`config.mk`:
```
export PLATFORM = sky130hd
export DESIGN_NAME = fixed_capacity_multiset_table_core
export DESIGN_NICKNAME = d
export VERILOG_FILES = /design/src/hdl/fcmt_pkg.sv /design/src/hdl/fcmt_ctrl.sv /design/src/hdl/fcmt_dp.sv /design/src/hdl/fixed_capacity_multiset_table_core.sv
export VERILOG_INCLUDE_DIRS = /design/src /design/src/hdl
export SDC_FILE = /design/constraint.sdc
export NUM_CORES = 1
export LEC_CHECK = 0
export BUFFER_PORTS_ARGS = -buffer_cell sky130_fd_sc_hd__buf_4
export CORE_UTILIZATION = 56
export CTS_CLUSTER_DIAMETER = 40
export DETAILED_ROUTE_END_ITERATION = 8
export MAX_ROUTING_LAYER = met4
export PLACE_DENSITY = 0.71
export SYNTH_ARGS = -nofsm -noshare
export SYNTH_HDL_FRONTEND = slang
export SYNTH_SLANG_ARGS = --single-unit
export TNS_END_PERCENT = 100
```
`constraint.sdc`:
```
create_clock -name i_clk -period 3.84 [get_ports i_clk]
set_clock_uncertainty 0.2 [all_clocks]
set_input_delay 0.768 -clock i_clk [delete_from_list [all_inputs] [get_ports i_clk]]
set_output_delay 0.768 -clock i_clk [all_outputs]
set_load 0.05 [all_outputs]
```
`src/hdl/fixed_capacity_multiset_table_core_defines.svh`:
```
// ----------------------------------------------------------------------------
// Multiset table assertion macros
// Shared concurrent assertion forms, clocked on i_clk and gated by i_rst_n.
// ----------------------------------------------------------------------------
`ifndef FIXED_CAPACITY_MULTISET_TABLE_CORE_DEFINES_SVH
`define FIXED_CAPACITY_MULTISET_TABLE_CORE_DEFINES_SVH

// same-cycle implication
`define FCMT_ASSERT_IMPL(label, ante, cons, msg) \
    label: assert property (@(posedge i_clk) disable iff (!i_rst_n) \
        (ante) |-> (cons)) else $error(msg);

// next-cycle implication
`define FCMT_ASSERT_NEXT(label, ante, cons, msg) \
    label: assert property (@(posedge i_clk) disable iff (!i_rst_n) \
        (ante) |=> (cons)) else $error(msg);

`endif

```
`src/hdl/fcmt_pkg.sv`:
```
// ----------------------------------------------------------------------------
// Multiset table package
// Action codes, controller states and the command/status bundles.
// ----------------------------------------------------------------------------
package fcmt_pkg;

    localparam int ACT_W   = 2;
    localparam int VALUE_W = 32;
    localparam int FIELD_W = 5;
    localparam int OUT_W   = 16;

    typedef enum logic [ACT_W-1:0] {
        ACT_ADD    = 2'd0,
        ACT_REMOVE = 2'd1,
        ACT_COUNT  = 2'd2,
        ACT_CLEAR  = 2'd3
    } t_action;

    typedef enum logic [2:0] {
        S_IDLE,
        S_EXEC,
        S_SCAN,
        S_MOVE_RD,
        S_MOVE_WR,
        S_RESULT
    } t_state;

    typedef struct packed {
        logic load;       // latch the incoming word
        logic clr_scan;   // restart scan index, tallies and flags
        logic rd_scan;    // read the entry at the scan index
        logic rd_last;    // read the last held entry
        logic wr_add;     // append the value
        logic wr_move;    // copy last entry into the matched slot
        logic cnt_clear;  // empty the table
        logic res_load;   // load the output register
    } t_dp_cmd;

    typedef struct packed {
        t_action act;
        logic    full;
        logic    scan_end;
        logic    rd_vld;
        logic    hit;
        logic    out_free;
    } t_dp_sts;

endpackage

```
`src/hdl/fcmt_ctrl.sv`:
```
// ----------------------------------------------------------------------------
// Multiset table controller
// Sequences one action at a time: execute, scan, move and result hand-off.
// ----------------------------------------------------------------------------
module fcmt_ctrl import fcmt_pkg::*; (
    input  logic    i_clk,
    input  logic    i_rst_n,
    input  logic    i_s_valid,
    output logic    o_s_ready,
    input  t_action i_act,
    input  t_dp_sts i_sts,
    output t_dp_cmd o_cmd
);

    t_state r_state;
    t_state n_state;

    always_ff @(posedge i_clk) begin
        if (!i_rst_n) begin
            r_state <= S_IDLE;
        end else begin
            r_state <= n_state;
        end
    end

    always_comb begin
        n_state   = r_state;
        o_cmd     = '0;
        o_s_ready = 1'b0;
        unique case (r_state)
            S_IDLE: begin
                o_s_ready = 1'b1;
                if (i_s_valid) begin
                    o_cmd.load     = 1'b1;
                    o_cmd.clr_scan = 1'b1;
                    if (i_act == ACT_ADD || i_act == ACT_CLEAR) begin
                        n_state = S_EXEC;
                    end else begin
                        n_state = S_SCAN;
                    end
                end
            end
            S_EXEC: begin
                unique case (i_sts.act)
                    ACT_ADD:   o_cmd.wr_add    = !i_sts.full;
                    ACT_CLEAR: o_cmd.cnt_clear = 1'b1;
                    default:   o_cmd.wr_add    = 1'b0;
                endcase
                n_state = S_RESULT;
            end
            S_SCAN: begin
                // a remove stops at the first match; the last read drains first
                if (i_sts.hit && i_sts.act == ACT_REMOVE) begin
                    n_state = S_MOVE_RD;
                end else if (!i_sts.scan_end) begin
                    o_cmd.rd_scan = 1'b1;
                end else if (!i_sts.rd_vld) begin
                    n_state = S_RESULT;
                end
            end
            S_MOVE_RD: begin
                o_cmd.rd_last = 1'b1;
                n_state       = S_MOVE_WR;
            end
            S_MOVE_WR: begin
                o_cmd.wr_move = 1'b1;
                n_state       = S_RESULT;
            end
            S_RESULT: begin
                if (i_sts.out_free) begin
                    o_cmd.res_load = 1'b1;
                    n_state        = S_IDLE;
                end
            end
            default: begin
                n_state = S_IDLE;
            end
        endcase
    end

endmodule

```
`src/hdl/fcmt_dp.sv`:
```
// ----------------------------------------------------------------------------
// Multiset table datapath
// Entry memory, count, scan compare, tallies and the output register.
// ----------------------------------------------------------------------------
`include "fixed_capacity_multiset_table_core_defines.svh"

module fcmt_dp import fcmt_pkg::*; #(
    parameter int CAPACITY   = 16,
    parameter int ITEM_WIDTH = 32
) (
    input  logic               i_clk,
    input  logic               i_rst_n,
    input  t_action            i_act,
    input  logic [VALUE_W-1:0] i_value,
    input  t_dp_cmd            i_cmd,
    output t_dp_sts            o_sts,
    output logic               o_m_valid,
    input  logic               i_m_ready,
    output logic [OUT_W-1:0]   o_m_data
);

    localparam int CW = $clog2(CAPACITY + 1);
    localparam int AW = (CAPACITY > 1) ? $clog2(CAPACITY) : 1;

    logic [ITEM_WIDTH-1:0] mem [CAPACITY];

    t_action               r_act;
    logic [ITEM_WIDTH-1:0] r_value;
    logic [CW-1:0]         r_count;
    logic [CW-1:0]         r_idx;
    logic                  r_rd_vld;
    logic [AW-1:0]         r_rd_idx;
    logic [ITEM_WIDTH-1:0] r_rd_data;
    logic [CW-1:0]         r_match;
    logic                  r_found;
    logic [AW-1:0]         r_found_idx;
    logic                  r_add_ok;
    logic                  r_out_vld;
    logic [OUT_W-1:0]      r_out_data;

    logic                  rd_en;
    logic [AW-1:0]         rd_addr;
    logic [AW-1:0]         last_addr;
    logic                  wr_en;
    logic [AW-1:0]         wr_addr;
    logic [ITEM_WIDTH-1:0] wr_data;
    logic                  hit;
    logic                  full;
    logic                  out_free;
    logic                  success;
    logic [FIELD_W-1:0]    match_field;
    logic [OUT_W-1:0]      n_out_data;

    assign full      = (r_count == CW'(CAPACITY));
    assign hit       = r_rd_vld && (r_rd_data == r_value);
    assign out_free  = !r_out_vld || i_m_ready;
    assign last_addr = AW'(r_count - 1'b1);

    assign rd_en   = i_cmd.rd_scan | i_cmd.rd_last;
    assign rd_addr = i_cmd.rd_last ? last_addr : r_idx[AW-1:0];
    assign wr_en   = i_cmd.wr_add | i_cmd.wr_move;
    assign wr_addr = i_cmd.wr_add ? r_count[AW-1:0] : r_found_idx;
    assign wr_data = i_cmd.wr_add ? r_value : r_rd_data;

    always_ff @(posedge i_clk) begin
        if (wr_en) begin
            mem[wr_addr] <= wr_data;
        end
        if (rd_en) begin
            r_rd_data <= mem[rd_addr];
        end
    end

    // payload registers
    always_ff @(posedge i_clk) begin
        if (i_cmd.load) begin
            r_act   <= i_act;
            r_value <= ITEM_WIDTH'(i_value);
        end
        if (i_cmd.rd_scan) begin
            r_rd_idx <= r_idx[AW-1:0];
        end
        if (hit && !r_found) begin
            r_found_idx <= r_rd_idx;
        end
        if (i_cmd.res_load) begin
            r_out_data <= n_out_data;
        end
    end

    // control registers
    always_ff @(posedge i_clk) begin
        if (!i_rst_n) begin
            r_count   <= '0;
            r_idx     <= '0;
            r_rd_vld  <= 1'b0;
            r_match   <= '0;
            r_found   <= 1'b0;
            r_add_ok  <= 1'b0;
            r_out_vld <= 1'b0;
        end else begin
            if (i_cmd.cnt_clear) begin
                r_count <= '0;
            end else if (i_cmd.wr_add) begin
                r_count <= r_count + 1'b1;
            end else if (i_cmd.wr_move) begin
                r_count <= r_count - 1'b1;
            end

            r_rd_vld <= i_cmd.rd_scan;

            if (i_cmd.clr_scan) begin
                r_idx    <= '0;
                r_match  <= '0;
                r_found  <= 1'b0;
                r_add_ok <= 1'b0;
            end else begin
                if (i_cmd.rd_scan) begin
                    r_idx <= r_idx + 1'b1;
                end
                if (hit) begin
                    r_match <= r_match + 1'b1;
                    if (r_act == ACT_REMOVE) begin
                        r_found <= 1'b1;
                    end
                end
                if (i_cmd.wr_add) begin
                    r_add_ok <= 1'b1;
                end
            end

            if (i_cmd.res_load) begin
                r_out_vld <= 1'b1;
            end else if (i_m_ready) begin
                r_out_vld <= 1'b0;
            end
        end
    end

    always_comb begin
        unique case (r_act)
            ACT_ADD:    success = r_add_ok;
            ACT_REMOVE: success = r_found;
            ACT_COUNT:  success = (r_match != '0);
            ACT_CLEAR:  success = 1'b1;
            default:    success = 1'b0;
        endcase
        match_field = (r_act == ACT_COUNT) ? FIELD_W'(r_match) : '0;
        n_out_data  = '0;
        n_out_data[0]   = success;
        n_out_data[5:1] = match_field;
        n_out_data[10:6] = FIELD_W'(r_count);
        n_out_data[11]  = (r_count == '0);
        n_out_data[12]  = full;
    end

    assign o_sts.act      = r_act;
    assign o_sts.full     = full;
    assign o_sts.scan_end = (r_idx == r_count);
    assign o_sts.rd_vld   = r_rd_vld;
    assign o_sts.hit      = hit;
    assign o_sts.out_free = out_free;

    assign o_m_valid = r_out_vld;
    assign o_m_data  = r_out_data;

    `FCMT_ASSERT_IMPL(a_count_bound, 1'b1, r_count <= CW'(CAPACITY), "count above capacity")
    `FCMT_ASSERT_IMPL(a_add_room, i_cmd.wr_add, !full, "add into a full table")
    `FCMT_ASSERT_IMPL(a_move_found, i_cmd.wr_move, r_found && (r_count != '0), "move without match")
    `FCMT_ASSERT_IMPL(a_scan_range, i_cmd.rd_scan, r_idx < r_count, "scan past held entries")
    `FCMT_ASSERT_IMPL(a_no_overwrite, i_cmd.res_load, out_free, "pending result overwritten")
    `FCMT_ASSERT_NEXT(a_add_grows, i_cmd.wr_add, r_count != '0, "add left table empty")

endmodule

```
`src/hdl/fixed_capacity_multiset_table_core.sv`:
```
// ----------------------------------------------------------------------------
// Fixed capacity multiset table core
// Unordered bag of up to CAPACITY values: add, remove first match, count, clear.
// ----------------------------------------------------------------------------
//  channel | dir | tdata                   | tuser
//  s_axis  | in  | item_value[31:0]        | action[1:0]
//  m_axis  | out | success, match_count,   | -
//          |     | size_now, is_empty,     |
//          |     | is_full                 |
//
//  Add and clear go from accept through the execute state to the result; count
//  and a missed remove scan every held entry; a remove that hits stops at its
//  first match, then reads the last entry and writes it into the matched slot.
//  The single read port of the entry memory limits the scan to one entry per
//  cycle. One action is in flight at a time; the next word is accepted while a
//  result waits in the output register. Reset is synchronous, active low, and
//  empties the table at once.
// ----------------------------------------------------------------------------
module fixed_capacity_multiset_table_core import fcmt_pkg::*; #(
    parameter int CAPACITY   = 16,
    parameter int ITEM_WIDTH = 32
) (
    input  logic               i_clk,
    input  logic               i_rst_n,
    input  logic               s_axis_tvalid,
    output logic               s_axis_tready,
    input  logic [VALUE_W-1:0] s_axis_tdata,   // [31:0] item_value
    input  logic [ACT_W-1:0]   s_axis_tuser,   // [1:0] action
    output logic               m_axis_tvalid,
    input  logic               m_axis_tready,
    output logic [OUT_W-1:0]   m_axis_tdata    // [0] success, [5:1] match_count,
                                               // [10:6] size_now, [11] is_empty,
                                               // [12] is_full, [15:13] zero
);

    t_action act;
    t_dp_cmd cmd;
    t_dp_sts sts;

    assign act = t_action'(s_axis_tuser);

    fcmt_ctrl u_ctrl (
        .i_clk     (i_clk),
        .i_rst_n   (i_rst_n),
        .i_s_valid (s_axis_tvalid),
        .o_s_ready (s_axis_tready),
        .i_act     (act),
        .i_sts     (sts),
        .o_cmd     (cmd)
    );

    fcmt_dp #(
        .CAPACITY   (CAPACITY),
        .ITEM_WIDTH (ITEM_WIDTH)
    ) u_dp (
        .i_clk     (i_clk),
        .i_rst_n   (i_rst_n),
        .i_act     (act),
        .i_value   (s_axis_tdata),
        .i_cmd     (cmd),
        .o_sts     (sts),
        .o_m_valid (m_axis_tvalid),
        .i_m_ready (m_axis_tready),
        .o_m_data  (m_axis_tdata)
    );

endmodule
```
==> results.toml <==
[sta]
finalSetupViolations = 0
slew_viol_final = 0
relSlewSlack = 0.114
tightest_slew_ps = 1330
finalHoldViolations = 0
post-route-min-period_ps = 3670
rsz0062_at_grt = "no"
fmax_mhz = 272
fin_crit_sh = 0.957

[worst_setup_path]
r2r_setup_slack_ps = 170
cp.arrival_ps = 3680
setup.worst_path.end_class = "flip-flop"
reg2reg_depth = 7
crit_required_ps = 3850
cp-start-kind = "flip-flop"
crit_type = "flip-flop to flip-flop"
r2r-start = "u_dp.r_count[0]"
reg2reg_to = "u_dp.mem[2][16]"
critical_path.max_fanout = 32

[yosys]
synth_top_cell_by_area = "edfxtp_1"
yosysSeqAreaShare = 0.719
synth_area_per_cell_um2 = 16.9
synth.most_common_cell = "edfxtp_1"
synthArstFlopShare = 0
synth.top_cells.by_area = "edfxtp_1, mux2i_1, dfxtp_1"
yosys.area.top_type_share = 0.702
synth_flop_cell = "edfxtp_1"
yosys-top-cells-count = "edfxtp_1, mux2i_1, nand2_1"
synth_edf_count = 599
ys_seq_elements = 621
netlist_area_um2 = 25600
ys_types = 58
syn_inst = 1516
ys_warn_count = 0

[outcome]
outcome = "complete, no violations"

[placed_design]
routabilityCongestion = 0.837
place_area_um2 = 27200
dp.cells = 2157
numPortBuffers = 52
hpwl_mm = 31.4

[layout]
synthToLayoutAreaGrowth_pct = 16.2
ff_latch_area_um2 = 18400
drive_gt1_frac = 0.163
final_cells = 2302
final_area_um2 = 29800
multi_input_area_um2 = 6910
antenna_cells = 0
fillers = 3092
nets = 1682

[power]
p_per_area_nw_per_um2 = 640
vdd_drop_max_uv = 520
switching_share = 0.278
combPwrFrac = 0.174
p_leak_nw = 11.0
p_clk_frac = 0.377
seqPwrFrac = 0.449
p_int_w = 0.0138
p_sw_w = 0.00530

[routing]
drc = 0
vias = 13200
first_iter_violations = 1249
vias_per_cell = 5.72
wl_mm = 53.5
firstDrtPassIters = 6
wl_per_cell_um = 23.2
drtAntennaViolNets = 0

[cts]
h-tree-depth = 3
root_buffer = "clkbuf_16"
cts_hold_buf = 0
clock_latency_ps = 620
cts.clk_slew.worst_paths_ps = 60
cts_setup_buffers = 0
cts_num_sinks = 621
cts_resized = 0
numCtsBuffers = 79
tritoncts = "built"
cts_max_path_buffers = 3

[hold_path]
hold_class = "primary input to flip-flop"
holdPathEnd = "u_dp.r_value[31]"
min_path_cells = 1
hp-start = "s_axis_tdata[31]"

[global_route]
grt_pass1_vias = 13100
antenna_found_initial = 0
grt_max_degree = 83
grt_usage = 0.242
globalRouteOverflowTotal = 0
grt_pass1_wl_mm = 80.5

[floorplanning]
die_w_um = 216
io_pins = 56
start_util = 0.566
rows = 78
die_h_um = 216
die-area_um2 = 46600
core_um2 = 45300

[run]
cap_violations = 0
layout make-up:
cell class	count	area share
timing repair buffer	113	0.0360
multi-input combinational	810	0.232
tap	600	0.0252
sequential	621	0.618
inverter	13	0.00164
clock buffer	88	0.0689
clock inverter	57	0.0182
state kept, by name, summed over array words and instances, names as in the netlist, 4 cells and up:
signal	count
u_dp.r_value	32
u_dp.r_count	5
u_dp.o_m_data	13
u_dp.r_idx	5
u_dp.r_rd_idx	4
u_dp.r_found_idx	4
u_dp.r_match	5
u_dp.mem	512
u_dp.r_rd_data	32
routing by layer:
metal / GRT usage / part of all wire / vias to the layer above
li1: - / - / 6061
met1: 0.330 / 0.45 / 6659
met2: 0.371 / 0.47 / 363
met3: 0.0500 / 0.057 / 85
met4: 0.0704 / 0.023 / 0
met5: - / 0 / -
cells in the final DEF, fill, tap and decap left out, types with 16 or more instances in the layout:
master	n
buf_4	95
dfxtp_1	22
nor2_1	31
edfxtp_1	599
nand2_1	110
mux2i_1	481
nor2_4	16
xnor2_1	37
clkbuf_16	81
buf_12	18
worst max path at each step:
stage / start / endpoint / slack [ps] / cells past startpoint
4_1_cts: u_dp.r_count[0] / u_dp.mem[2][20] / 120 / 7
2_1_floorplan: u_dp.r_count[0] / u_dp.mem[10][0] / -30 / 9
3_5_place_dp: u_dp.r_count[0] / u_dp.mem[2][16] / 110 / 7
6_report: u_dp.r_count[0] / u_dp.mem[2][16] / 170 / 7
5_1_grt: u_dp.r_count[0] / u_dp.mem[2][20] / 8 / 7
3_3_place_gp: u_dp.r_count[0] / u_dp.mem[10][14] / 210 / 7
through the flow:
step                      power (W)  hold WS, ps  TNS (ps)   util  setup WS (ps)
after floorplan              0.0108          200     -7920      -          -29.6
after global placement       0.0119          209         0  0.601            209
after detailed placement     0.0120          215         0  0.601            108
final                        0.0191          125         0  0.658            166
after CTS                    0.0192         95.0         0  0.658            117
after global routing         0.0197         99.3         0  0.658           8.03
power by group through the flow:
stage	combinational, W	clock, W	sequential, W
after global placement	0.00324	0	0.00869
final	0.00332	0.00719	0.00856
after detailed placement	0.00331	0	0.00870
after CTS	0.00332	0.00729	0.00856
after global routing	0.00356	0.00756	0.00859
after floorplan	0.00212	0	0.00871
critical path: stages, from the launching register on:
cell	delay (ps)
dfxtp_1	320
inv_1	100
ha_1	220
and4bb_2	240
or4_2	670
nor3_1	250
a31oi_2	170
nor2_4	1080
cell families (layout without fill, tap and decap cells):
group / Yosys count / after routing / share of synthesized area
flops: 621 / 621 / 0.719
mux: 482 / 482 / 0.188
other cells: 1 / 3 / 0.000146
simple gates: 229 / 229 / 0.0430
xor+xnor: 46 / 46 / 0.0157
compound gates: 44 / 44 / 0.0117
buf+inv: 87 / 271 / 0.0194
fa+ha+maj: 6 / 6 / 0.00293
No activity file was read; power rests on OpenSTA's default activity.
